$ cat config.mk
export PLATFORM = sky130hd
export DESIGN_NAME = ordered_statistic_cfar
export DESIGN_NICKNAME = d
export VERILOG_FILES = /design/src/rtl/oscfar_pkg.sv /design/src/rtl/oscfar_select.sv /design/src/rtl/ordered_statistic_cfar.sv
export SDC_FILE = /design/constraint.sdc
export NUM_CORES = 2
export LEC_CHECK = 0
export ABC_CLOCK_PERIOD_IN_PS = 62200
export BUFFER_PORTS_ARGS = -buffer_cell sky130_fd_sc_hd__buf_2
export CAP_MARGIN = 20
export CORE_MARGIN = 4
export CORE_UTILIZATION = 60
export CTS_BUF_LIST = sky130_fd_sc_hd__clkbuf_8 sky130_fd_sc_hd__clkbuf_16
export DETAILED_ROUTE_END_ITERATION = 16
export HOLD_SLACK_MARGIN = 0.08
export PLACE_DENSITY = 0.74
export SYNTH_ARGS = -nofsm -noshare
export SYNTH_HDL_FRONTEND = slang
export SYNTH_SLANG_ARGS = --single-unit
$ cat constraint.sdc
create_clock -name clk -period 62.2 [get_ports clk]
set_input_delay 9.33 -clock clk [delete_from_list [all_inputs] [get_ports clk]]
set_output_delay 9.33 -clock clk [all_outputs]
set_load 0.02 [all_outputs]
$ cat src/rtl/oscfar_pkg.sv
// ----------------------------------------------------------------------------
// Ordered-statistic CFAR package
// Shared widths, defaults and register codes.
// ----------------------------------------------------------------------------
package oscfar_pkg;
  localparam int unsigned MaxTrainDef  = 16;
  localparam int unsigned MaxGuardDef  = 16;
  localparam int unsigned FrameMaxDef  = 65536;
  localparam int unsigned SampleBitsDef = 16;
  localparam int unsigned CfgWidth     = 17;
  localparam int unsigned IdxWidth     = 2;
  localparam int unsigned FieldWidth   = 16;

  typedef enum logic [IdxWidth-1:0] {
    REG_WINDOW  = 2'd0,
    REG_GUARD   = 2'd1,
    REG_PERCENT = 2'd2
  } reg_index_t;

  typedef struct packed {
    logic [4:0]  window;
    logic [4:0]  guard;
    logic [16:0] percent;
  } cfg_t;
endpackage

$ cat src/rtl/oscfar_select.sv
// ----------------------------------------------------------------------------
// Bit-serial rank selector
// Finds the value of a given rank among up to 2*MAX_TRAIN candidates, one
// bit per cycle from the most significant bit down.
// ----------------------------------------------------------------------------
module oscfar_select #(
  parameter int unsigned NCAND = 32,
  parameter int unsigned SBITS = 16
) (
  input  logic                       clk,
  input  logic                       rst,
  input  logic                       start,
  input  logic [NCAND-1:0][SBITS-1:0] cand,
  input  logic [NCAND-1:0]           cand_en,
  input  logic [$clog2(NCAND+1)-1:0] rank,
  output logic                       done,
  output logic [SBITS-1:0]           result
);
  import oscfar_pkg::*;

  localparam int unsigned CW = $clog2(NCAND+1);
  localparam int unsigned BW = (SBITS > 1) ? $clog2(SBITS) : 1;

  logic [NCAND-1:0][SBITS-1:0] shreg;
  logic [NCAND-1:0]            alive;
  logic [CW-1:0]               want;
  logic [BW-1:0]               bitcnt;
  logic                        busy;
  logic [CW-1:0]               zeros;
  logic                        take_one;

  always_comb begin
    zeros = '0;
    for (int i = 0; i < NCAND; i++) begin
      zeros = zeros + CW'(alive[i] & ~shreg[i][SBITS-1]);
    end
    take_one = (want >= zeros);
  end

  always_ff @(posedge clk) begin
    if (rst) begin
      busy <= 1'b0;
      done <= 1'b0;
    end else begin
      done <= 1'b0;
      if (start) begin
        busy   <= 1'b1;
        shreg  <= cand;
        alive  <= cand_en;
        want   <= rank;
        bitcnt <= BW'(SBITS - 1);
      end else if (busy) begin
        result <= {result[SBITS-2:0], take_one};
        for (int i = 0; i < NCAND; i++) begin
          alive[i] <= alive[i] & (shreg[i][SBITS-1] == take_one);
          shreg[i] <= shreg[i] << 1;
        end
        if (take_one) want <= want - zeros;
        if (bitcnt == '0) begin
          busy <= 1'b0;
          done <= 1'b1;
        end else begin
          bitcnt <= bitcnt - 1'b1;
        end
      end
    end
  end

`ifndef NO_ASSERTIONS
  a_no_start_busy: assert property (@(posedge clk) disable iff (rst) busy |-> !start)
    else $error("selector restarted while busy");
  a_done_pulse: assert property (@(posedge clk) disable iff (rst) done |=> !done)
    else $error("done held longer than one cycle");
  a_rank_live: assert property (@(posedge clk) disable iff (rst)
    (busy && alive != '0) |-> (want < CW'($countones(alive))))
    else $error("rank beyond surviving candidates");
`endif
endmodule

$ cat src/rtl/ordered_statistic_cfar.sv
// A result becomes valid after the beat that completes its look-ahead is accepted: the
// training cells are gathered one per cycle, then rank selection takes one bit per cycle.
// The input is stalled until every cell that a beat releases has been reported, so no new
// sample is taken meanwhile; output stalls also hold the block.
// Reset (rst, synchronous) restores the registers to 8, 2, 49152 and clears frame
// position and result pointer; the sample ring is not cleared.
// ----------------------------------------------------------------------------
// Ordered-statistic CFAR
// Holds the sample ring, gathers training cells per cell under test and
// drives the bit-serial selector.
// ----------------------------------------------------------------------------
module ordered_statistic_cfar #(
  parameter int unsigned MAX_TRAIN   = oscfar_pkg::MaxTrainDef,
  parameter int unsigned MAX_GUARD   = oscfar_pkg::MaxGuardDef,
  parameter int unsigned FRAME_MAX   = oscfar_pkg::FrameMaxDef,
  parameter int unsigned SAMPLE_BITS = oscfar_pkg::SampleBitsDef
) (
  input  logic                                clk,
  input  logic                                rst,
  input  logic                                cfg_we,
  input  logic [oscfar_pkg::IdxWidth-1:0]     cfg_index,
  input  logic [oscfar_pkg::CfgWidth-1:0]     cfg_data,
  input  logic                                in_valid,
  output logic                                in_stall,
  input  logic [oscfar_pkg::FieldWidth-1:0]   sample,
  input  logic                                frame_end,
  output logic                                out_valid,
  input  logic                                out_stall,
  output logic [oscfar_pkg::FieldWidth-1:0]   estimate,
  output logic                                has_estimate,
  output logic [oscfar_pkg::FieldWidth-1:0]   cell_index,
  output logic                                last
);
  import oscfar_pkg::*;

  localparam int unsigned LOOK  = MAX_TRAIN + MAX_GUARD - 1;
  localparam int unsigned DEPTH = 2 * LOOK + 1;
  localparam int unsigned NCAND = 2 * MAX_TRAIN;
  localparam int unsigned PW    = $clog2(FRAME_MAX);
  localparam int unsigned CW    = $clog2(NCAND + 1);
  localparam int unsigned SBITS = SAMPLE_BITS;
  localparam int unsigned TW    = $clog2(MAX_TRAIN + 1);
  localparam int unsigned GW    = $clog2(MAX_GUARD + 1);
  localparam int unsigned LW    = $clog2(LOOK + 1);
  localparam int unsigned SW    = $clog2(DEPTH);

  typedef enum logic [2:0] {S_IDLE, S_CHECK, S_GATHER, S_START, S_WAIT, S_OUT} state_t;

  cfg_t                         cfg;
  state_t                       state;
  logic [SBITS-1:0]             ring [DEPTH];
  logic [SBITS-1:0]             rd_data;
  logic                         rd_en;
  logic [SW-1:0]                rd_addr;
  logic                         gat_en;
  logic [CW-1:0]                gcnt;
  logic [PW-1:0]                pos;
  logic [SW-1:0]                pos_slot;
  logic [PW-1:0]                top;
  logic [PW:0]                  nxt;
  logic [SW-1:0]                nxt_slot;
  logic                         fend;
  logic [TW-1:0]                w_sat;
  logic [GW-1:0]                g_sat;
  logic [LW-1:0]                look;
  logic [NCAND-1:0][SBITS-1:0]  cand;
  logic [NCAND-1:0]             cand_en;
  logic [CW-1:0]                n_cnt;
  logic [CW+17-1:0]             prod;
  logic [CW-1:0]                rank;
  logic                         sel_start;
  logic                         sel_done;
  logic [SBITS-1:0]             sel_res;
  logic                         ready_cell;
  logic [SBITS-1:0]             smp_w;
  logic                         in_acc;

  assign w_sat = (cfg.window < 5'd1) ? TW'(1) :
                 ({27'd0, cfg.window} > MAX_TRAIN) ? TW'(MAX_TRAIN) : TW'(cfg.window);
  assign g_sat = (cfg.guard < 5'd1) ? GW'(1) :
                 ({27'd0, cfg.guard} > MAX_GUARD) ? GW'(MAX_GUARD) : GW'(cfg.guard);
  assign look  = LW'(w_sat) + LW'(g_sat) - LW'(1);

  assign in_stall = (state != S_IDLE);
  assign in_acc   = in_valid && !in_stall;
  assign smp_w    = SBITS'(sample);

  assign ready_cell = (nxt <= {1'b0, top}) &&
                      (fend || (nxt + (PW+1)'(look) <= {1'b0, top}));

  // Training cell gcnt: even counts lie before the cell under test, odd ones after it.
  always_comb begin
    logic [CW-1:0] half;
    logic [PW:0]   dpos;
    logic [SW:0]   dsl;
    logic [SW:0]   addr_w;
    half = gcnt >> 1;
    dpos = (PW+1)'(g_sat) + (PW+1)'(half);
    dsl  = (SW+1)'(g_sat) + (SW+1)'(half);
    if (gcnt[0] == 1'b0) begin
      gat_en = (half < CW'(w_sat)) && (nxt >= dpos);
      if ({1'b0, nxt_slot} >= dsl) begin
        addr_w = {1'b0, nxt_slot} - dsl;
      end else begin
        addr_w = {1'b0, nxt_slot} + (SW+1)'(DEPTH) - dsl;
      end
    end else begin
      gat_en = (half < CW'(w_sat)) && (nxt + dpos <= {1'b0, top});
      addr_w = {1'b0, nxt_slot} + dsl;
      if (addr_w >= (SW+1)'(DEPTH)) addr_w = addr_w - (SW+1)'(DEPTH);
    end
    rd_addr = addr_w[SW-1:0];
  end

  always_comb begin
    prod = (CW+17)'(cfg.percent) * (CW+17)'(n_cnt);
    rank = CW'(prod >> 16);
    if (rank != '0) rank = rank - 1'b1;
    if (n_cnt != '0 && rank > n_cnt - 1'b1) rank = n_cnt - 1'b1;
  end

  assign sel_start = (state == S_START);

  always_ff @(posedge clk) begin
    if (in_acc) ring[pos_slot] <= smp_w;
    rd_data <= ring[rd_addr];
    rd_en   <= gat_en;
  end

  oscfar_select #(.NCAND(NCAND), .SBITS(SBITS)) u_select (
    .clk(clk), .rst(rst), .start(sel_start), .cand(cand), .cand_en(cand_en),
    .rank(rank), .done(sel_done), .result(sel_res)
  );

  always_ff @(posedge clk) begin
    if (rst) begin
      state     <= S_IDLE;
      pos       <= '0;
      pos_slot  <= '0;
      nxt       <= '0;
      nxt_slot  <= '0;
      out_valid <= 1'b0;
      cfg.window  <= 5'd8;
      cfg.guard   <= 5'd2;
      cfg.percent <= 17'd49152;
    end else begin
      if (cfg_we) begin
        unique case (cfg_index)
          REG_WINDOW:  cfg.window  <= cfg_data[4:0];
          REG_GUARD:   cfg.guard   <= cfg_data[4:0];
          REG_PERCENT: cfg.percent <= cfg_data[16:0];
          default: ;
        endcase
      end
      unique case (state)
        S_IDLE: begin
          if (in_acc) begin
            top   <= pos;
            fend  <= frame_end || (pos >= PW'(FRAME_MAX - 1));
            state <= S_CHECK;
          end
        end
        S_CHECK: begin
          if (ready_cell) begin
            cell_index <= FieldWidth'(nxt);
            last       <= fend && (nxt == {1'b0, top});
            gcnt       <= '0;
            n_cnt      <= '0;
            state      <= S_GATHER;
          end else begin
            if (fend) begin
              pos      <= '0;
              pos_slot <= '0;
              nxt      <= '0;
              nxt_slot <= '0;
            end else begin
              pos      <= top + 1'b1;
              pos_slot <= (pos_slot == SW'(DEPTH - 1)) ? '0 : pos_slot + 1'b1;
            end
            state <= S_IDLE;
          end
        end
        S_GATHER: begin
          if (gcnt != '0) begin
            cand    <= {cand[NCAND-2:0], rd_data};
            cand_en <= {cand_en[NCAND-2:0], rd_en};
            n_cnt   <= n_cnt + CW'(rd_en);
          end
          if (gcnt == CW'(NCAND)) begin
            state <= S_START;
          end else begin
            gcnt <= gcnt + 1'b1;
          end
        end
        S_START: begin
          has_estimate <= (n_cnt != '0);
          state        <= S_WAIT;
        end
        S_WAIT: begin
          if (sel_done) begin
            estimate  <= has_estimate ? FieldWidth'(sel_res) : '0;
            out_valid <= 1'b1;
            state     <= S_OUT;
          end
        end
        S_OUT: begin
          if (!out_stall) begin
            out_valid <= 1'b0;
            nxt       <= nxt + 1'b1;
            nxt_slot  <= (nxt_slot == SW'(DEPTH - 1)) ? '0 : nxt_slot + 1'b1;
            state     <= S_CHECK;
          end
        end
        default: state <= S_IDLE;
      endcase
    end
  end

`ifndef NO_ASSERTIONS
  a_out_in_state: assert property (@(posedge clk) disable iff (rst)
    out_valid |-> (state == S_OUT))
    else $error("result shown outside output state");
  a_nxt_bound: assert property (@(posedge clk) disable iff (rst)
    (state == S_WAIT) |-> (nxt <= {1'b0, top}))
    else $error("cell reported beyond newest sample");
  a_no_est: assert property (@(posedge clk) disable iff (rst)
    (out_valid && !has_estimate) |-> (estimate == '0))
    else $error("estimate without training cells");
`endif
endmodule

# [Yosys cells after proc, flatten, opt, wreduce, memory -nomap -nowiden]
# Memories as Yosys holds them, arrays and structs flattened. A register that Yosys moved wholly into a read port is not among the register bits.
# Index checks and enable logic that the tools add are counted.
[word_totals] mem_bits_ro=0 memories=1 reg_bits=1256 out_inout_bits=36 input_bits=41 ram_bits=1008 word_cells=401 latchBits=0
[mem_list] name="ring" words=63 word_bits=16 rd=1 rd_ports_with_merged_regs=1 wr=1 line="ordered_statistic_cfar.sv:51" text="logic [SBITS-1:0] ring [DEPTH];"
[op_classes] muxes=51 shifts=0 n_div=0 n_addsub=52 bitwise_logic=100 multipliers=1 eq_ne=53 n_reduce_logical=40 order_cmp=14
[ops] operator="$mux 512" count=2
[ops] operator="$and 1x6->6" count=32
[ops] operator="$not 1->6" count=32
[ops] operator="$add 6x6->6" count=31
[ops] operator="$mux 6" count=17
[ops] operator="$mux 32" count=2
[ops] operator="$le 17x16->1" count=3
[ops] operator="$mux 17" count=3
[ops] operator="$pmux 6 s2" count=3
[ops] operator="$pmux 17 s2" count=1
[ops] operator="$and 1x1->1" count=32
[ops] operator="$eq 1x1->1" count=32
[ops] operator="$reduce_and 3->1" count=8
[ops] operator="$mul 17x6->22" count=1
[ops] operator="$mux 5" count=4
[ops] operator="$add 6x1->6 const B" count=3
[ops] operator="$eq 6x6->1 const B" count=3
[ops] operator="$ne 2x2->1 const B" count=9
[ops] operator="$pmux 3 s6" count=1
[ops] operator="$reduce_bool 6->1" count=3
[ops] operator="$sub 6x6->6" count=3
[ops] operator="$add 17x1->17 const B" count=1
[ops] operator="$add 17x5->17" count=1
[ops] operator="$add 17x6->17" count=1
[ops] operator="other kinds (43)" count=83

# [Depth between registers and ports, before layout]
[depth] word_depth=38 mapped_depth=30 mapped_depth_nobuf=27

# [Cells and area by module]
# From an unflattened synthesis, not the netlist that was laid out.
[hier_totals] hier_cells=7512 area_unflattened_um2=101477.3
[modules_own_cells] mod="ordered_statistic_cfar" instances=1 seq_area_each_um2=50358.3 cells_each=6049 area_per_inst_um2=75793.9
[modules_own_cells] mod="oscfar_select" instances=1 seq_area_each_um2=17156.5 cells_each=1463 area_per_inst_um2=25683.4

# [Worst setup path after synthesis]
# OpenSTA, ideal clock, no wires.
[synth_timing] kind="input port to flip-flop" start="input port rst" end="register cand[0] (netlist bit), enable pin" t_arrival_ns=46.287 n_path_buf=2 t_required_ns=60.076 stages=3 slack_ns=13.789 setup_ns=2.124 cell_sequence="clkbuf_1 buf_1 nor3_1"
[synth_between] elab_chain_cells=2
[synth_lines] item="start, declared" line="ordered_statistic_cfar.sv:19" text="input logic rst,"
[synth_lines] item="$not 1->1 (no source line)"
[synth_lines] item="$reduce_and 3->1 (no source line)"
[synth_lines] item="end signal, assigned" line="ordered_statistic_cfar.sv:185" text="cand <= {cand[NCAND-2:0], rd_data};"
[synth_lines] item="end, declared" line="ordered_statistic_cfar.sv:66" text="logic [NCAND-1:0][SBITS-1:0] cand;"
# No other way between the ends.
# A chain may end at the register's enable or synchronous reset.

# [Worst setup path after layout]
[layout_timing] start="input port rst" end="register cand[287] (netlist bit), enable pin"
# Same word-level chain as after synthesis.

==> impl_metrics.ini <==
[status]
status = completed

[clock_network]
post_cts_buffers = 0
h-tree-depth = 4
clk_path_buf_depth = 3
cts_made_buffers = 215
cts.sinks = 2280
root_buffer = clkbuf_16
clkLatencyLatePin_ns = 0.85
cts_resized = 0
cts_hold_buffers = 0
cts_tree = built
clk_pin_slew_ns = 0.06

[worst_setup_path]
critPathKind = in2reg
cp_data_required_time_ns = 62.65
critical_path.endpoint_type = flip-flop
crit_fanout = 179
crit_arrival_ns = 13.17
startpoint_type = input port

[synth]
synthesis.area_um2 = 95350
synth_xor_area_frac = 0.01193
synthCells = 7429
synthSimpleGateAreaFrac = 0.1511
synthAdderAreaFrac = 0.03971
syn_area_per_cell_um2 = 12.84
synth_compound_area_frac = 0.05959
ys_top_cells_by_area = edfxtp_1 (69%), nand2_1 (8.7%), ha_1 (2.1%)
ys_async_sr_fraction = 0
ys_warn_count = 0
synth-edff-count = 2185
synth_top_family_by_area = simple AND/OR/NAND/NOR gates
ys_seq_area_frac = 0.7080
synth_fp_nets = 7718
synth_top_flop_cell = edfxtp_1
synthMuxAreaShare = 0.004776
synth_top_area_share = 0.6881
ys_seq_elements = 2280
synth_cell_types = 95
yosysTopAreaCell = edfxtp_1

[sta]
finalCritPeriodShare = 0.2044
setup_tns_ns = 0
report.final.slew_viol_count = 0
timing.fmax_mhz = 78.65
worst_slew_pin_slew_ns = 1.158
clock_skew_ns = 0.02168
maxSlewHeadroom = 0.2261
period_minus_slack_ns = 12.71
hold_viol = 0
setup_viol_count_final = 0
rsz0062_at_grt = no
setup_ws_ns = 49.49

[global_routing]
grt_usage = 0.2574
antenna_found_initial = 5
grt_overflow = 0
grt_pass1_wl_mm = 327.5
grt_start_max_net_pins = 203
grt_pass1_vias = 56600

[power]
p_sw_frac = 0.2742
leakagePower_uw = 0.03867
p_int_uw = 2685
combPwrFrac = 0.169
power_density_nw_per_um2 = 35.23
clockPowerShare = 0.352
power_frac_seq = 0.479
switching_power_uw = 1015
peakVddDrop_v = 0.00003285

[routing]
first_iter_violations = 6836
drtPass1Iterations = 5
vias = 57560
drc = 0
wl_per_cell_um = 21.93
ant_nets = 0
wirelength_mm = 213.1
via_per_inst = 5.925

[floorplan]
core_um2 = 158200
die_height_um = 406.7
rows = 146
io-pin-count = 77
die_area_um2 = 165400
die_width_um = 406.7
start_util = 0.6028

[run]
maxCapViolCount = 0

[finish]
nets = 7748
syn2layout_area_growth_pct = 10.15
drive_gt1_frac = 0.07827

[place]
numPortBuffers = 76
pre_cts_slack_ns = 48.61
dp_hpwl_mm = 126.1
gp_congestion = 0.9706

[min_path]
hold_path.class = reg2reg
==> critical path, stage by stage <==
cell and delay, ns:
buf_2 0.11, nor3_2 0.15, buf_4 0.70, buf_12 0.82, buf_4 0.94, buf_4 0.86
==> cells by family after synthesis <==
logic type / Yosys count
flops: 2280
fa+ha+maj: 248
simple gates: 3312
buf+inv: 588
compound gates: 828
mux: 44
xor+xnor: 129
==> stage by stage <==
| stage | power [uW] | utilization | std cells | hold slack (ns) | area, um^2 |
|---|---|---|---|---|---|
| after floorplan | 2256 | - | 7429 | 0.3855 | 95350 |
| after global placement | 2405 | 0.6171 | 9284 | 0.3890 | 97630 |
| after detailed placement | 2422 | 0.6183 | 9302 | 0.3887 | 97810 |
| after CTS | 3715 | 0.6631 | 9700 | 0.4025 | 104900 |
| after global routing | 3844 | 0.6639 | 9713 | 0.4095 | 105000 |
| final | 3700 | 0.6639 | 9716 | 0.4019 | 105000 |
==> cell type report <==
class                      instances  area, um^2
antenna                            4       10.01
clock buffer                     224        5538
clock inverter                   174        1556
fill                           10970       53170
inverter                         193       724.4
multi-input combinational       4561       25560
sequential                      2280       67510
tap                             2072        2592
timing repair buffer             208        1535
==> cells in the mapped netlist, types with 37 or more instances <==
cell      instances
fa_1             91
a211oi_1        188
and3_1          198
xnor2_1          97
clkbuf_1        286
edfxtp_1       2185
and2_1          149
buf_2            65
nor2_1          232
o21ai_0         164
o21ai_1          40
nand4_1          45
ha_1            157
nand3_1         272
a21oi_1         138
inv_1           191
dfxtp_1          95
nand2_1        2212
a31oi_1          37
==> registers in the layout, indices dropped and copies added, names as in the netlist, 3 cells and up <==
register,flops
ring,1008
cand,512
u_select.shreg,512
cand_en,32
u_select.alive,32
cfg,27
nxt,17
cell_index,16
estimate,16
pos,16
rd_data,16
top,16
u_select.result,16
gcnt,6
n_cnt,6
nxt_slot,6
pos_slot,6
u_select.want,6
u_select.bitcnt,4
state,3
==> power groups by stage <==
stage	Combinational (uW)	Clock, uW	Sequential (uW)
after floorplan	410	0	1850
after global placement	602	0	1800
after detailed placement	618	0	1800
after CTS	622	1320	1770
after global routing	681	1390	1780
final	626	1300	1770
==> placed cells by master (no fill, tap or decap), types with 31 or more instances in the layout <==
master and count:
nand2_1 2210, edfxtp_1 2185, nand3_1 272, inv_1 242, nor2_1 230, clkbuf_16 218, and3_1 198, a211oi_1 188
o21ai_0 164, ha_1 157, and2_1 148, a21oi_1 137, buf_4 120, xnor2_1 96, dfxtp_1 95, fa_1 91
buf_2 64, nand4_1 45, clkinv_2 41, o21ai_1 40, a31oi_1 37, nor2b_1 36, mux2i_1 36, nand2b_1 35
clkinv_1 35, a21o_1 31, xor2_1 31, a21boi_0 31
==> metal layers <==
| layer | global-route usage | up-vias | wire length [um] |
|---|---|---|---|
| met3 | 0.04189 | 470 | 16430 |
| li1 | - | 26540 | - |
| met1 | 0.3508 | 28190 | 84820 |
| met5 | 0 | - | 0 |
| met4 | 0.1059 | 0 | 9228 |
| met2 | 0.4179 | 2364 | 102600 |
==> final timing paths <==
check	startpoint	endpoint	slack, ns	cells past startpoint
worst max-delay path	rst	cand[287]	49.49	6
worst min-delay path	rd_data[3]	cand[3]	0.40	0
worst max register to register	cfg[19]	rd_data[1]	52.81	26
worst min register to register	rd_data[3]	cand[3]	0.40	0
Note: power is estimated with default switching activity, not from simulation.
